[src/hw/rtl/quadratic_interp_resampler_defines.svh]
// ----------------------------------------------------------------------------
// Assertion macros for the quadratic interpolation resampler
// Shared concurrent check forms, clocked on clk and disabled during reset.
// ----------------------------------------------------------------------------
`ifndef QUADRATIC_INTERP_RESAMPLER_DEFINES_SVH
`define QUADRATIC_INTERP_RESAMPLER_DEFINES_SVH

// same-cycle implication
`define QIR_ASSERT_IMPL(lbl, ante, cons) \
	lbl: assert property (@(posedge clk) disable iff (!arst_n) (ante) |-> (cons)) \
		else $error("resampler check failed in %m");

// next-cycle implication
`define QIR_ASSERT_NEXT(lbl, ante, cons) \
	lbl: assert property (@(posedge clk) disable iff (!arst_n) (ante) |=> (cons)) \
		else $error("resampler check failed in %m");

`endif

[src/hw/rtl/qir_pkg.sv]
`timescale 1ns / 1ps
`default_nettype none
// ----------------------------------------------------------------------------
// qir_pkg
// Types and fixed constants of the quadratic interpolation resampler.
// ----------------------------------------------------------------------------
package qir_pkg;

	localparam int STEP_W      = 21;
	localparam logic [STEP_W-1:0] STEP_RESET = 21'd65536;
	localparam int SAMPLE_W    = 16;
	localparam int MAX_RESULTS = 48;
	localparam int CNT_W       = 6;
	localparam int JOB_DEPTH   = 4;
	localparam int OUT_DEPTH   = 8;
	localparam int CREDIT_W    = $clog2(OUT_DEPTH + 1);

	// job kinds
	localparam logic [1:0] KIND_COPY   = 2'd0;
	localparam logic [1:0] KIND_INTERP = 2'd1;
	localparam logic [1:0] KIND_MARK   = 2'd2;

	typedef struct packed {
		logic signed [SAMPLE_W-1:0] sample;
		logic                       last_sample;
	} in_item_t;

	typedef struct packed {
		logic signed [SAMPLE_W-1:0] result_sample;
		logic                       run_end;
		logic                       stream_end;
		logic                       empty_res;
	} out_item_t;

	typedef struct packed {
		logic [1:0] kind;
		logic       run_end;
		logic       stream_end;
	} job_ctl_t;

endpackage
`default_nettype wire

[src/hw/rtl/quadratic_interp_resampler.sv]
`timescale 1ns / 1ps
`default_nettype none
// ----------------------------------------------------------------------------
// quadratic_interp_resampler
// Fixed-ratio quadratic interpolation resampler, one channel, Q1.15 samples.
// ----------------------------------------------------------------------------
// Input queue side: drive item and push; the item is taken when full is low.
// Result queue side: result holds the oldest result while empty is low; pop
// takes it. cfg_valid/cfg_ready write the step register (Q.FRAC_BITS input
// samples per output); write it only while no stream item is in flight.
// Each input holds the front until all its results (up to 48) are issued:
// the front issues one job per cycle into a 4-entry job queue while it has
// room. The back pipeline turns one job per cycle into a result while it
// holds result queue credit; a result passes from the job queue through
// back stages s1 to s5 into the result queue.
// Sustained back rate is one result per clock while it holds credit, so the
// front sets the input rate. When the receiver stalls, the 8-entry result
// queue fills, the back stops issuing, the job queue fills and the front
// stalls with full held high; nothing is dropped. Reset clears the stream
// state and loads step with one sample per output; it needs no clearing pass.
// The last sample of a stream resets window, index and position; step is kept.
// ----------------------------------------------------------------------------
`include "quadratic_interp_resampler_defines.svh"

module quadratic_interp_resampler #(
	parameter int INDEX_BITS = 24,
	parameter int FRAC_BITS  = 16
) (
	input  wire logic                       clk,
	input  wire logic                       arst_n,
	input  wire logic                       push,
	input  wire qir_pkg::in_item_t          item,
	output logic                            full,
	output logic                            empty,
	input  wire logic                       pop,
	output qir_pkg::out_item_t              result,
	input  wire logic                       cfg_valid,
	output logic                            cfg_ready,
	input  wire logic [qir_pkg::STEP_W-1:0] cfg_data
);

	localparam int SW    = qir_pkg::SAMPLE_W;
	localparam int T_W   = FRAC_BITS + 3;
	localparam int JOB_W = $bits(qir_pkg::job_ctl_t) + T_W + 3 * SW;
	localparam int OUT_W = $bits(qir_pkg::out_item_t);

	logic                    job_push;
	logic                    job_full;
	logic                    job_empty;
	logic                    job_pop;
	qir_pkg::job_ctl_t       fj_ctl, bj_ctl;
	logic signed [T_W-1:0]   fj_t, bj_t;
	logic signed [SW-1:0]    fj_y0, fj_y1, fj_y2;
	logic signed [SW-1:0]    bj_y0, bj_y1, bj_y2;
	logic [JOB_W-1:0]        job_wdata;
	logic [JOB_W-1:0]        job_rdata;

	logic                    out_push;
	logic                    out_full;
	logic                    out_release;
	qir_pkg::out_item_t      out_item;
	logic [OUT_W-1:0]        out_rdata;

	qir_front #(
		.INDEX_BITS(INDEX_BITS),
		.FRAC_BITS (FRAC_BITS)
	) u_front (
		.clk      (clk),
		.arst_n   (arst_n),
		.push     (push),
		.item     (item),
		.full     (full),
		.cfg_valid(cfg_valid),
		.cfg_data (cfg_data),
		.cfg_ready(cfg_ready),
		.job_full (job_full),
		.job_push (job_push),
		.job_ctl  (fj_ctl),
		.job_t    (fj_t),
		.job_y0   (fj_y0),
		.job_y1   (fj_y1),
		.job_y2   (fj_y2)
	);

	assign job_wdata = {fj_ctl, fj_t, fj_y0, fj_y1, fj_y2};
	assign {bj_ctl, bj_t, bj_y0, bj_y1, bj_y2} = job_rdata;

	qir_fifo #(
		.WIDTH(JOB_W),
		.DEPTH(qir_pkg::JOB_DEPTH)
	) u_job_queue (
		.clk   (clk),
		.arst_n(arst_n),
		.push  (job_push),
		.wdata (job_wdata),
		.full  (job_full),
		.pop   (job_pop),
		.rdata (job_rdata),
		.empty (job_empty)
	);

	qir_back #(
		.FRAC_BITS(FRAC_BITS)
	) u_back (
		.clk        (clk),
		.arst_n     (arst_n),
		.job_empty  (job_empty),
		.job_ctl    (bj_ctl),
		.job_t      (bj_t),
		.job_y0     (bj_y0),
		.job_y1     (bj_y1),
		.job_y2     (bj_y2),
		.job_pop    (job_pop),
		.out_release(out_release),
		.out_push   (out_push),
		.out_item   (out_item)
	);

	// a request leaving the result queue frees one credit
	assign out_release = pop && !empty;

	qir_fifo #(
		.WIDTH(OUT_W),
		.DEPTH(qir_pkg::OUT_DEPTH)
	) u_out_queue (
		.clk   (clk),
		.arst_n(arst_n),
		.push  (out_push),
		.wdata (out_item),
		.full  (out_full),
		.pop   (pop),
		.rdata (out_rdata),
		.empty (empty)
	);

	assign result = qir_pkg::out_item_t'(out_rdata);

	`QIR_ASSERT_IMPL(a_out_no_overflow, out_push, !out_full)
	`QIR_ASSERT_IMPL(a_job_no_overflow, job_push, !job_full)
	`QIR_ASSERT_NEXT(a_busy_after_accept, push && !full, full && !cfg_ready)
	`QIR_ASSERT_IMPL(a_marker_is_zero, !empty && result.empty_res, result.result_sample == '0)

endmodule
`default_nettype wire

[src/hw/rtl/qir_fifo.sv]
`timescale 1ns / 1ps
`default_nettype none
// ----------------------------------------------------------------------------
// qir_fifo
// Small register FIFO with full/empty flags. DEPTH must be a power of two.
// ----------------------------------------------------------------------------
module qir_fifo #(
	parameter int WIDTH = 8,
	parameter int DEPTH = 4
) (
	input  wire logic             clk,
	input  wire logic             arst_n,
	input  wire logic             push,
	input  wire logic [WIDTH-1:0] wdata,
	output logic                  full,
	input  wire logic             pop,
	output logic      [WIDTH-1:0] rdata,
	output logic                  empty
);

	localparam int PTR_W = (DEPTH > 1) ? $clog2(DEPTH) : 1;
	localparam int CNT_W = $clog2(DEPTH + 1);

	logic [WIDTH-1:0] mem_q [DEPTH];
	logic [PTR_W-1:0] wr_ptr_q;
	logic [PTR_W-1:0] rd_ptr_q;
	logic [CNT_W-1:0] count_q;
	logic             do_push;
	logic             do_pop;

	assign full    = (count_q == CNT_W'(DEPTH));
	assign empty   = (count_q == '0);
	assign do_push = push && !full;
	assign do_pop  = pop && !empty;
	assign rdata   = mem_q[rd_ptr_q];

	always_ff @(posedge clk or negedge arst_n) begin
		if (!arst_n) begin
			wr_ptr_q <= '0;
			rd_ptr_q <= '0;
			count_q  <= '0;
		end else begin
			if (do_push) begin
				wr_ptr_q <= wr_ptr_q + PTR_W'(1);
			end
			if (do_pop) begin
				rd_ptr_q <= rd_ptr_q + PTR_W'(1);
			end
			if (do_push && !do_pop) begin
				count_q <= count_q + CNT_W'(1);
			end else if (do_pop && !do_push) begin
				count_q <= count_q - CNT_W'(1);
			end
		end
	end

	always_ff @(posedge clk) begin
		if (do_push) begin
			mem_q[wr_ptr_q] <= wdata;
		end
	end

endmodule
`default_nettype wire

[src/hw/rtl/qir_front.sv]
`timescale 1ns / 1ps
`default_nettype none
// ----------------------------------------------------------------------------
// qir_front
// Accepts input samples, keeps the three-sample window and the output
// position, and issues one job per cycle while the job queue has room.
// ----------------------------------------------------------------------------
module qir_front #(
	parameter int INDEX_BITS = 24,
	parameter int FRAC_BITS  = 16
) (
	input  wire logic                           clk,
	input  wire logic                           arst_n,
	input  wire logic                           push,
	input  wire qir_pkg::in_item_t              item,
	output logic                                full,
	input  wire logic                           cfg_valid,
	input  wire logic [qir_pkg::STEP_W-1:0]     cfg_data,
	output logic                                cfg_ready,
	input  wire logic                           job_full,
	output logic                                job_push,
	output qir_pkg::job_ctl_t                   job_ctl,
	output logic signed [FRAC_BITS+2:0]         job_t,
	output logic signed [qir_pkg::SAMPLE_W-1:0] job_y0,
	output logic signed [qir_pkg::SAMPLE_W-1:0] job_y1,
	output logic signed [qir_pkg::SAMPLE_W-1:0] job_y2
);

	localparam int POS_W = INDEX_BITS + FRAC_BITS;
	localparam int T_W   = FRAC_BITS + 3;
	localparam int SUM_W = (POS_W > qir_pkg::STEP_W) ? POS_W : qir_pkg::STEP_W;
	localparam int SW    = qir_pkg::SAMPLE_W;
	localparam int CW    = qir_pkg::CNT_W;

	localparam logic [POS_W-1:0] ONE_P     = POS_W'(1) << FRAC_BITS;
	localparam logic [POS_W-1:0] HALF_P    = ONE_P >> 1;
	localparam logic [POS_W-1:0] NEG_ONE_P = ~ONE_P + POS_W'(1);
	localparam logic [qir_pkg::STEP_W-1:0] STEP_MIN = qir_pkg::STEP_W'(1) << (FRAC_BITS - 4);

	localparam logic [1:0] ST_IDLE  = 2'd0;
	localparam logic [1:0] ST_GEN   = 2'd1;
	localparam logic [1:0] ST_FLUSH = 2'd2;

	logic [1:0]                   state_q;
	logic [qir_pkg::STEP_W-1:0]   step_q;
	logic signed [SW-1:0]         y0_q, y1_q, y2_q;
	logic [INDEX_BITS-1:0]        k_q;
	logic [POS_W-1:0]             pos_q;
	logic                         first_done_q;
	logic                         wfull_q;
	logic                         last_q;
	logic                         any_interp_q;
	logic [CW-1:0]                cnt_q;
	logic                         stg_valid_q;
	qir_pkg::job_ctl_t            stg_ctl_q;
	logic signed [T_W-1:0]        stg_t_q;

	logic [qir_pkg::STEP_W-1:0]   st_eff;
	logic [POS_W-1:0]             st_pos;
	logic [POS_W-1:0]             rel;
	logic                         due;
	logic                         room;
	logic                         can_step;
	logic                         gen_valid;
	logic [1:0]                   gen_kind;
	logic                         gen_end;
	logic                         accept;
	logic                         gen_fire;
	logic                         finish;

	assign full      = (state_q != ST_IDLE);
	assign cfg_ready = (state_q == ST_IDLE);
	assign accept    = push && !full;

	assign st_eff = (step_q < STEP_MIN) ? STEP_MIN : step_q;
	assign st_pos = POS_W'(SUM_W'(st_eff));
	assign rel    = {k_q, {FRAC_BITS{1'b0}}} - pos_q;
	assign due    = last_q ? ($signed(rel) > $signed(NEG_ONE_P))
	                       : ($signed(rel) > $signed(HALF_P));
	assign room     = (cnt_q < CW'(qir_pkg::MAX_RESULTS));
	assign can_step = !stg_valid_q || !job_full;

	always_comb begin
		gen_valid = 1'b0;
		gen_kind  = qir_pkg::KIND_COPY;
		gen_end   = 1'b0;
		if (!first_done_q) begin
			gen_valid = 1'b1;
		end else if (wfull_q && due && room) begin
			gen_valid = 1'b1;
			gen_kind  = qir_pkg::KIND_INTERP;
		end else begin
			gen_end = 1'b1;
			// no interpolated output landed on this input of the last sample: drop a marker
			if (last_q && !any_interp_q && room) begin
				gen_valid = 1'b1;
				gen_kind  = qir_pkg::KIND_MARK;
			end
		end
	end

	assign gen_fire = (state_q == ST_GEN) && gen_valid && can_step;
	assign finish   = (state_q == ST_FLUSH) && can_step;

	// the staged job goes out once its successor is known or the input is done
	assign job_push = (gen_fire && stg_valid_q)
	               || ((state_q == ST_FLUSH) && stg_valid_q && !job_full);

	always_comb begin
		job_ctl            = stg_ctl_q;
		job_ctl.run_end    = (state_q == ST_FLUSH);
		job_ctl.stream_end = (state_q == ST_FLUSH) && last_q;
	end

	assign job_t  = stg_t_q;
	assign job_y0 = y0_q;
	assign job_y1 = y1_q;
	assign job_y2 = y2_q;

	always_ff @(posedge clk or negedge arst_n) begin
		if (!arst_n) begin
			state_q      <= ST_IDLE;
			step_q       <= qir_pkg::STEP_RESET;
			y0_q         <= '0;
			y1_q         <= '0;
			y2_q         <= '0;
			k_q          <= '0;
			pos_q        <= '0;
			first_done_q <= 1'b0;
			wfull_q      <= 1'b0;
			last_q       <= 1'b0;
			any_interp_q <= 1'b0;
			cnt_q        <= '0;
			stg_valid_q  <= 1'b0;
		end else begin
			case (state_q)
				ST_IDLE: begin
					if (cfg_valid) begin
						step_q <= cfg_data;
					end
					if (accept) begin
						y0_q         <= y1_q;
						y1_q         <= y2_q;
						y2_q         <= item.sample;
						last_q       <= item.last_sample;
						cnt_q        <= '0;
						any_interp_q <= 1'b0;
						if (k_q >= INDEX_BITS'(2)) begin
							wfull_q <= 1'b1;
						end
						state_q <= ST_GEN;
					end
				end
				ST_GEN: begin
					if (gen_fire) begin
						stg_valid_q <= 1'b1;
						cnt_q       <= cnt_q + CW'(1);
						case (gen_kind)
							qir_pkg::KIND_COPY: begin
								first_done_q <= 1'b1;
								pos_q        <= st_pos;
							end
							qir_pkg::KIND_INTERP: begin
								any_interp_q <= 1'b1;
								pos_q        <= pos_q + st_pos;
							end
							default: begin
							end
						endcase
					end
					if (gen_end && (!gen_valid || can_step)) begin
						state_q <= ST_FLUSH;
					end
				end
				ST_FLUSH: begin
					if (finish) begin
						stg_valid_q <= 1'b0;
						state_q     <= ST_IDLE;
						// end of stream: window, index and position back to reset, step kept
						if (last_q) begin
							y0_q         <= '0;
							y1_q         <= '0;
							y2_q         <= '0;
							k_q          <= '0;
							pos_q        <= '0;
							first_done_q <= 1'b0;
							wfull_q      <= 1'b0;
						end else begin
							k_q <= k_q + INDEX_BITS'(1);
						end
					end
				end
				default: begin
					state_q <= ST_IDLE;
				end
			endcase
		end
	end

	always_ff @(posedge clk) begin
		if (gen_fire) begin
			stg_ctl_q.kind       <= gen_kind;
			stg_ctl_q.run_end    <= 1'b0;
			stg_ctl_q.stream_end <= 1'b0;
			stg_t_q              <= T_W'(ONE_P - rel);
		end
	end

endmodule
`default_nettype wire

[src/hw/rtl/qir_back.sv]
`timescale 1ns / 1ps
`default_nettype none
// ----------------------------------------------------------------------------
// qir_back
// Five-stage interpolation pipeline: differences, products, rounding of t^2,
// second product, sum with rounding and saturation. Issues only against
// credit for free result queue entries, so it never stalls.
// ----------------------------------------------------------------------------
module qir_back #(
	parameter int FRAC_BITS = 16
) (
	input  wire logic                           clk,
	input  wire logic                           arst_n,
	input  wire logic                           job_empty,
	input  wire qir_pkg::job_ctl_t              job_ctl,
	input  wire logic signed [FRAC_BITS+2:0]    job_t,
	input  wire logic signed [qir_pkg::SAMPLE_W-1:0] job_y0,
	input  wire logic signed [qir_pkg::SAMPLE_W-1:0] job_y1,
	input  wire logic signed [qir_pkg::SAMPLE_W-1:0] job_y2,
	output logic                                job_pop,
	input  wire logic                           out_release,
	output logic                                out_push,
	output qir_pkg::out_item_t                  out_item
);

	localparam int SW    = qir_pkg::SAMPLE_W;
	localparam int T_W   = FRAC_BITS + 3;
	localparam int TT_W  = 2 * T_W;
	localparam int T2_W  = TT_W - FRAC_BITS;
	localparam int D1_W  = SW + 1;
	localparam int D2_W  = SW + 2;
	localparam int P1_W  = T_W + D1_W;
	localparam int P2_W  = T2_W + 1 + D2_W;
	localparam int NUM_W = P2_W + 3;
	localparam int CR_W  = qir_pkg::CREDIT_W;

	localparam logic [TT_W-1:0]         HALF_TT = TT_W'(1) << (FRAC_BITS - 1);
	localparam logic signed [NUM_W-1:0] ONE_N   = NUM_W'(1) << FRAC_BITS;
	localparam logic signed [NUM_W-1:0] SAT_HI  = NUM_W'(32767);
	localparam logic signed [NUM_W-1:0] SAT_LO  = NUM_W'(-32768);

	logic [CR_W-1:0] credit_q;
	logic            issue;

	logic                     v_s1, v_s2, v_s3, v_s4, v_s5;
	qir_pkg::job_ctl_t        ctl_s1, ctl_s2, ctl_s3, ctl_s4;
	logic signed [T_W-1:0]    t_s1;
	logic signed [SW-1:0]     y1_s1, y1_s2, y1_s3, y1_s4;
	logic signed [SW-1:0]     y2_s1, y2_s2, y2_s3, y2_s4;
	logic signed [D1_W-1:0]   d1_s1;
	logic signed [D2_W-1:0]   d2_s1, d2_s2, d2_s3;
	logic [TT_W-1:0]          tt_s2;
	logic signed [P1_W-1:0]   td1_s2, td1_s3, td1_s4;
	logic [T2_W-1:0]          t2_s3;
	logic signed [P2_W-1:0]   t2d2_s4;
	qir_pkg::out_item_t       item_s5;

	logic signed [D1_W-1:0]   d1_c;
	logic signed [D2_W-1:0]   d2_c;
	logic signed [NUM_W-1:0]  y1_n, td1_n, t2d2_n, num, yq;
	logic signed [SW-1:0]     ysat;
	qir_pkg::out_item_t       item_c;

	assign issue   = !job_empty && (credit_q != '0);
	assign job_pop = issue;

	assign d1_c = D1_W'(job_y2) - D1_W'(job_y0);
	assign d2_c = D2_W'(job_y2) + D2_W'(job_y0) - (D2_W'(job_y1) <<< 1);

	assign y1_n   = NUM_W'(y1_s4);
	assign td1_n  = NUM_W'(td1_s4);
	assign t2d2_n = NUM_W'(t2d2_s4);
	assign num    = (y1_n <<< (FRAC_BITS + 1)) + td1_n + t2d2_n + ONE_N;
	assign yq     = num >>> (FRAC_BITS + 1);

	always_comb begin
		if (yq > SAT_HI) begin
			ysat = SW'(SAT_HI);
		end else if (yq < SAT_LO) begin
			ysat = SW'(SAT_LO);
		end else begin
			ysat = SW'(yq);
		end
	end

	always_comb begin
		item_c.run_end    = ctl_s4.run_end;
		item_c.stream_end = ctl_s4.stream_end;
		case (ctl_s4.kind)
			qir_pkg::KIND_COPY: begin
				item_c.result_sample = y2_s4;
				item_c.empty_res     = 1'b0;
			end
			qir_pkg::KIND_INTERP: begin
				item_c.result_sample = ysat;
				item_c.empty_res     = 1'b0;
			end
			default: begin
				item_c.result_sample = '0;
				item_c.empty_res     = 1'b1;
			end
		endcase
	end

	assign out_push = v_s5;
	assign out_item = item_s5;

	// one credit per free result queue entry not already claimed in flight
	always_ff @(posedge clk or negedge arst_n) begin
		if (!arst_n) begin
			credit_q <= CR_W'(qir_pkg::OUT_DEPTH);
			v_s1     <= 1'b0;
			v_s2     <= 1'b0;
			v_s3     <= 1'b0;
			v_s4     <= 1'b0;
			v_s5     <= 1'b0;
		end else begin
			if (issue && !out_release) begin
				credit_q <= credit_q - CR_W'(1);
			end else if (out_release && !issue) begin
				credit_q <= credit_q + CR_W'(1);
			end
			v_s1 <= issue;
			v_s2 <= v_s1;
			v_s3 <= v_s2;
			v_s4 <= v_s3;
			v_s5 <= v_s4;
		end
	end

	always_ff @(posedge clk) begin
		ctl_s1  <= job_ctl;
		t_s1    <= job_t;
		y1_s1   <= job_y1;
		y2_s1   <= job_y2;
		d1_s1   <= d1_c;
		d2_s1   <= d2_c;

		ctl_s2  <= ctl_s1;
		tt_s2   <= TT_W'(t_s1 * t_s1);
		td1_s2  <= P1_W'(t_s1 * d1_s1);
		y1_s2   <= y1_s1;
		y2_s2   <= y2_s1;
		d2_s2   <= d2_s1;

		ctl_s3  <= ctl_s2;
		t2_s3   <= T2_W'((tt_s2 + HALF_TT) >> FRAC_BITS);
		td1_s3  <= td1_s2;
		y1_s3   <= y1_s2;
		y2_s3   <= y2_s2;
		d2_s3   <= d2_s2;

		ctl_s4  <= ctl_s3;
		t2d2_s4 <= P2_W'($signed({1'b0, t2_s3}) * d2_s3);
		td1_s4  <= td1_s3;
		y1_s4   <= y1_s3;
		y2_s4   <= y2_s3;

		item_s5 <= item_c;
	end

endmodule
`default_nettype wire
[config.mk]
export PLATFORM = sky130hd
export DESIGN_NAME = quadratic_interp_resampler
export DESIGN_NICKNAME = d
export VERILOG_FILES = /design/src/hw/rtl/qir_pkg.sv /design/src/hw/rtl/quadratic_interp_resampler.sv /design/src/hw/rtl/qir_fifo.sv /design/src/hw/rtl/qir_front.sv /design/src/hw/rtl/qir_back.sv
export VERILOG_INCLUDE_DIRS = /design/src /design/src/hw/rtl
export SDC_FILE = /design/constraint.sdc
export NUM_CORES = 2
export LEC_CHECK = 0
export CORE_ASPECT_RATIO = 0.5
export CORE_MARGIN = 4
export CORE_UTILIZATION = 67
export CTS_BUF_LIST = sky130_fd_sc_hd__clkbuf_2
export CTS_CLUSTER_DIAMETER = 120
export DETAILED_ROUTE_END_ITERATION = 12
export DONT_BUFFER_PORTS = 1
export HOLD_SLACK_MARGIN = 0.1
export PLACE_DENSITY = 0.91
export SLEW_MARGIN = 20
export SYNTH_ARGS = -nofsm -noshare
export SYNTH_HDL_FRONTEND = slang
export SYNTH_SLANG_ARGS = --single-unit
[constraint.sdc]
create_clock -name clk -period 9.7 [get_ports clk]
set_input_delay 1.455 -clock clk [delete_from_list [all_inputs] [get_ports clk]]
set_output_delay 1.455 -clock clk [all_outputs]
set_load 0.02 [all_outputs]
==> metrics <==
Rel. slew slack between 20% and 30%; pin count of the biggest net entering global routing 173; Post-Syn Area between 70000 and 80000 um^2; Worst setup SP type flip-flop; Crit path largest cell delay just over 800 ps; syn_nets just under 9000; met2 usage around 53%; post-route ant nets 0; RSZ-0062 raised after global routing no; Synth Area per Inst around 11 um^2; Post-synth EDFFs roughly 460; outcome finished, final reports clean; Via Count between 50000 and 60000; Num CTS Buffers 222; Top delay family on crit path adder cells; die width just under 500 um; Clock Skews ~190 ps; clock latency on the worst-skew pair ~1700 ps; Initial DRC Count 5730; Critical Path AT around 10000 ps; reg2reg setup slack between 1000 and 1500 ps; Setup CP Type reg -> reg; GPL Wtd Cong between 0.9 and 1; GR Overflow Total 0; CP Capture Type flip-flop; Die Y-Extent 250 um; Yosys reg bits about 1100; pre-CTS WS roughly 1700 ps; vias per std cell ~6.1; top post-synthesis cells by count inv_1 (1257), fa_1 (1027), nand2_1 (832); number of buffers inserted by post-CTS setup repair 0; GR Util met3 roughly 8.4%; final setup vio count 0; Async S/R FF share, synth 16.0%; all-layer global routing usage around a third; critical path's slowest cell dfxtp_1; Seq/Total Area, Yosys between 30% and 40%; H-tree level count 4; Top FF cell, synth edfxtp_1; vias in the first global route just under 60000; Die ar. around 120000 um^2; Root Driver clkbuf_2; Hold/Removal Path Class in -> reg; CTS tree yes; area grow syn2layout 5.16%; worst slew pin tran between 1000 and 1500 ps; count leader, synth inv_1; period utilization between 80% and 90%; Synth top area share 26.1%; Initial DRT Pass Iterations 8; number of port buffers 0; Crit Path Max Fanout 16; Initial Util around 68%; Rows slightly below 90; Yosys top cell by area fa_1; FMAX 118 MHz; ranking of synthesized cells by area fa_1 (26%), edfxtp_1 (17%), dfxtp_1 (11%); Final Max Tran Viols 0; setup ws final ~1200 ps; synth warn 0; GR Util met1 between 40 and 50%; Crit path top cell by count inv_1; share of post-route cells with drive strength above 1 between 8 and 9%; max_cap viols 0; Worst Path Required 11200 ps; Clock Pin Slew Worst Setup and Hold Paths between 100 and 150 ps; Distinct cells, synth ~110; worst-case clock buffer depth 3; first-pass GRT wire length roughly 320000 um; IO Pins 65; hold-fix buffers at CTS between 40 and 50; initial antenna violation count 18; CTS Sinks approximately 1100; Top Usage Layer GRT met2; CORE AREA between 100000 and 150000 um^2; drc violations 0; fin nets 8753; Buffers & Inverters on Critical Path 6; dpl hpwl between 100000 and 150000 um; Synth Instances between 7000 and 8000; routed wire length just under 200000 um; wire per inst 22.0 um; CTS resizes 0; Final Hold Vio Count 0; clock period minus worst slack approximately 8500 ps; setup_tns 0 ps
[cells by family after synthesis]
| group | share of synthesized area [%] |
|---|---|
| AND/OR/NAND/NOR | 11.4 |
| multiplexers | 4.13 |
| AO/OA/AOI/OAI | 5.75 |
| XOR/XNOR | 3.02 |
| buffers and inverters | 7.33 |
| flip-flops | 34.3 |
| adder cells (fa/ha/maj) | 34.1 |
[worst min-delay path, stage by stage]
cell and delay (ps):
nand3_1 210, nand2_1 140, mux2i_1 60
[layout make-up]
cell class	count	area, um^2
Timing Repair Buffer	96	876
Tap cell	1575	1970
Sequential cell	1075	27000
Multi-Input combinational cell	4527	46000
Fill cell	6994	33200
Clock inverter	83	470
Clock buffer	338	1690
Inverter	1259	4730
Antenna cell	12	30.0
[routing by layer]
| layer | wire length [um] | share of wire (%) |
|---|---|---|
| met1 | 69800 | 35 |
| met2 | 93600 | 47 |
| met5 | 122 | 0.062 |
| met3 | 20500 | 10 |
| met4 | 13100 | 6.6 |
[state kept, by name, summed over array words and instances (netlist names), 17 cells and up]
register           cells
u_back.d1_s1          17
u_back.d2_s1          17
u_back.d2_s2          18
u_back.d2_s3          18
u_back.out_item       19
u_back.t2_s3          22
u_back.t2d2_s4        41
u_back.t_s1           19
u_back.td1_s2         36
u_back.td1_s3         36
u_back.td1_s4         36
u_back.tt_s2          23
u_front.job_t         19
u_front.k_q           24
u_front.pos_q         40
u_front.step_q        21
u_job_queue.mem_q    284
u_out_queue.mem_q    152
[worst paths after layout]
| path | start | to | depth (start not counted) |
|---|---|---|---|
| setup reg to reg | u_back.t_s1[11]$_DFF_P_ | u_back.tt_s2[37]$_DFF_P_ | 26 |
| hold / removal | push | u_front.cnt_q[5]$_DFFE_PN0P_ | 3 |
| hold reg to reg | u_back.td1_s3[17]$_DFF_P_ | u_back.td1_s4[17]$_DFF_P_ | 0 |
| setup / recovery | u_back.t_s1[11]$_DFF_P_ | u_back.tt_s2[37]$_DFF_P_ | 26 |
| max in group asynchronous | arst_n | u_out_queue.rd_ptr_q[0]$_DFFE_PN0P_ | 2 |
| min in group asynchronous | arst_n | u_front.cnt_q[5]$_DFFE_PN0P_ | 2 |
[per-stage QoR]
step	hold slack, ps	instances	instance area [um^2]	util (%)
after global placement	310	8488	80000	69.0
final	252	8965	82700	71.3
after floorplan	310	7124	78700	-
after global routing	191	8957	82700	71.3
after CTS	103	8951	82600	71.3
after detailed placement	312	8488	80000	69.0
[layout by cell type, fill, tap and decap left out, drive strengths merged, types with 33 or more instances in the layout]
| cell | netlist | routed |
|---|---|---|
| xnor2 | 183 | 183 |
| edfxtp | 457 | 457 |
| buf | 32 | 55 |
| nand4 | 39 | 39 |
| a21oi | 178 | 178 |
| nand2b | 74 | 74 |
| nor2 | 210 | 210 |
| mux4 | 109 | 109 |
| fa | 1027 | 1027 |
| dlygate4sd3 | 0 | 41 |
| dfxtp | 446 | 446 |
| nor3 | 66 | 66 |
| mux2 | 52 | 52 |
| clkbuf | 231 | 338 |
| nand2 | 832 | 832 |
| a21o | 85 | 85 |
| inv | 1259 | 1266 |
| nor2b | 33 | 33 |
| ha | 502 | 502 |
| clkinv | 0 | 70 |
| xor2 | 87 | 87 |
| nand3 | 83 | 83 |
| dfrtp | 170 | 170 |
| o21ai | 185 | 185 |
| or3 | 42 | 42 |
| and2 | 344 | 344 |
Power is left out: the tool's default activity adds up to more than one toggle a clock period on the data nets, which glitch-free logic cannot reach.
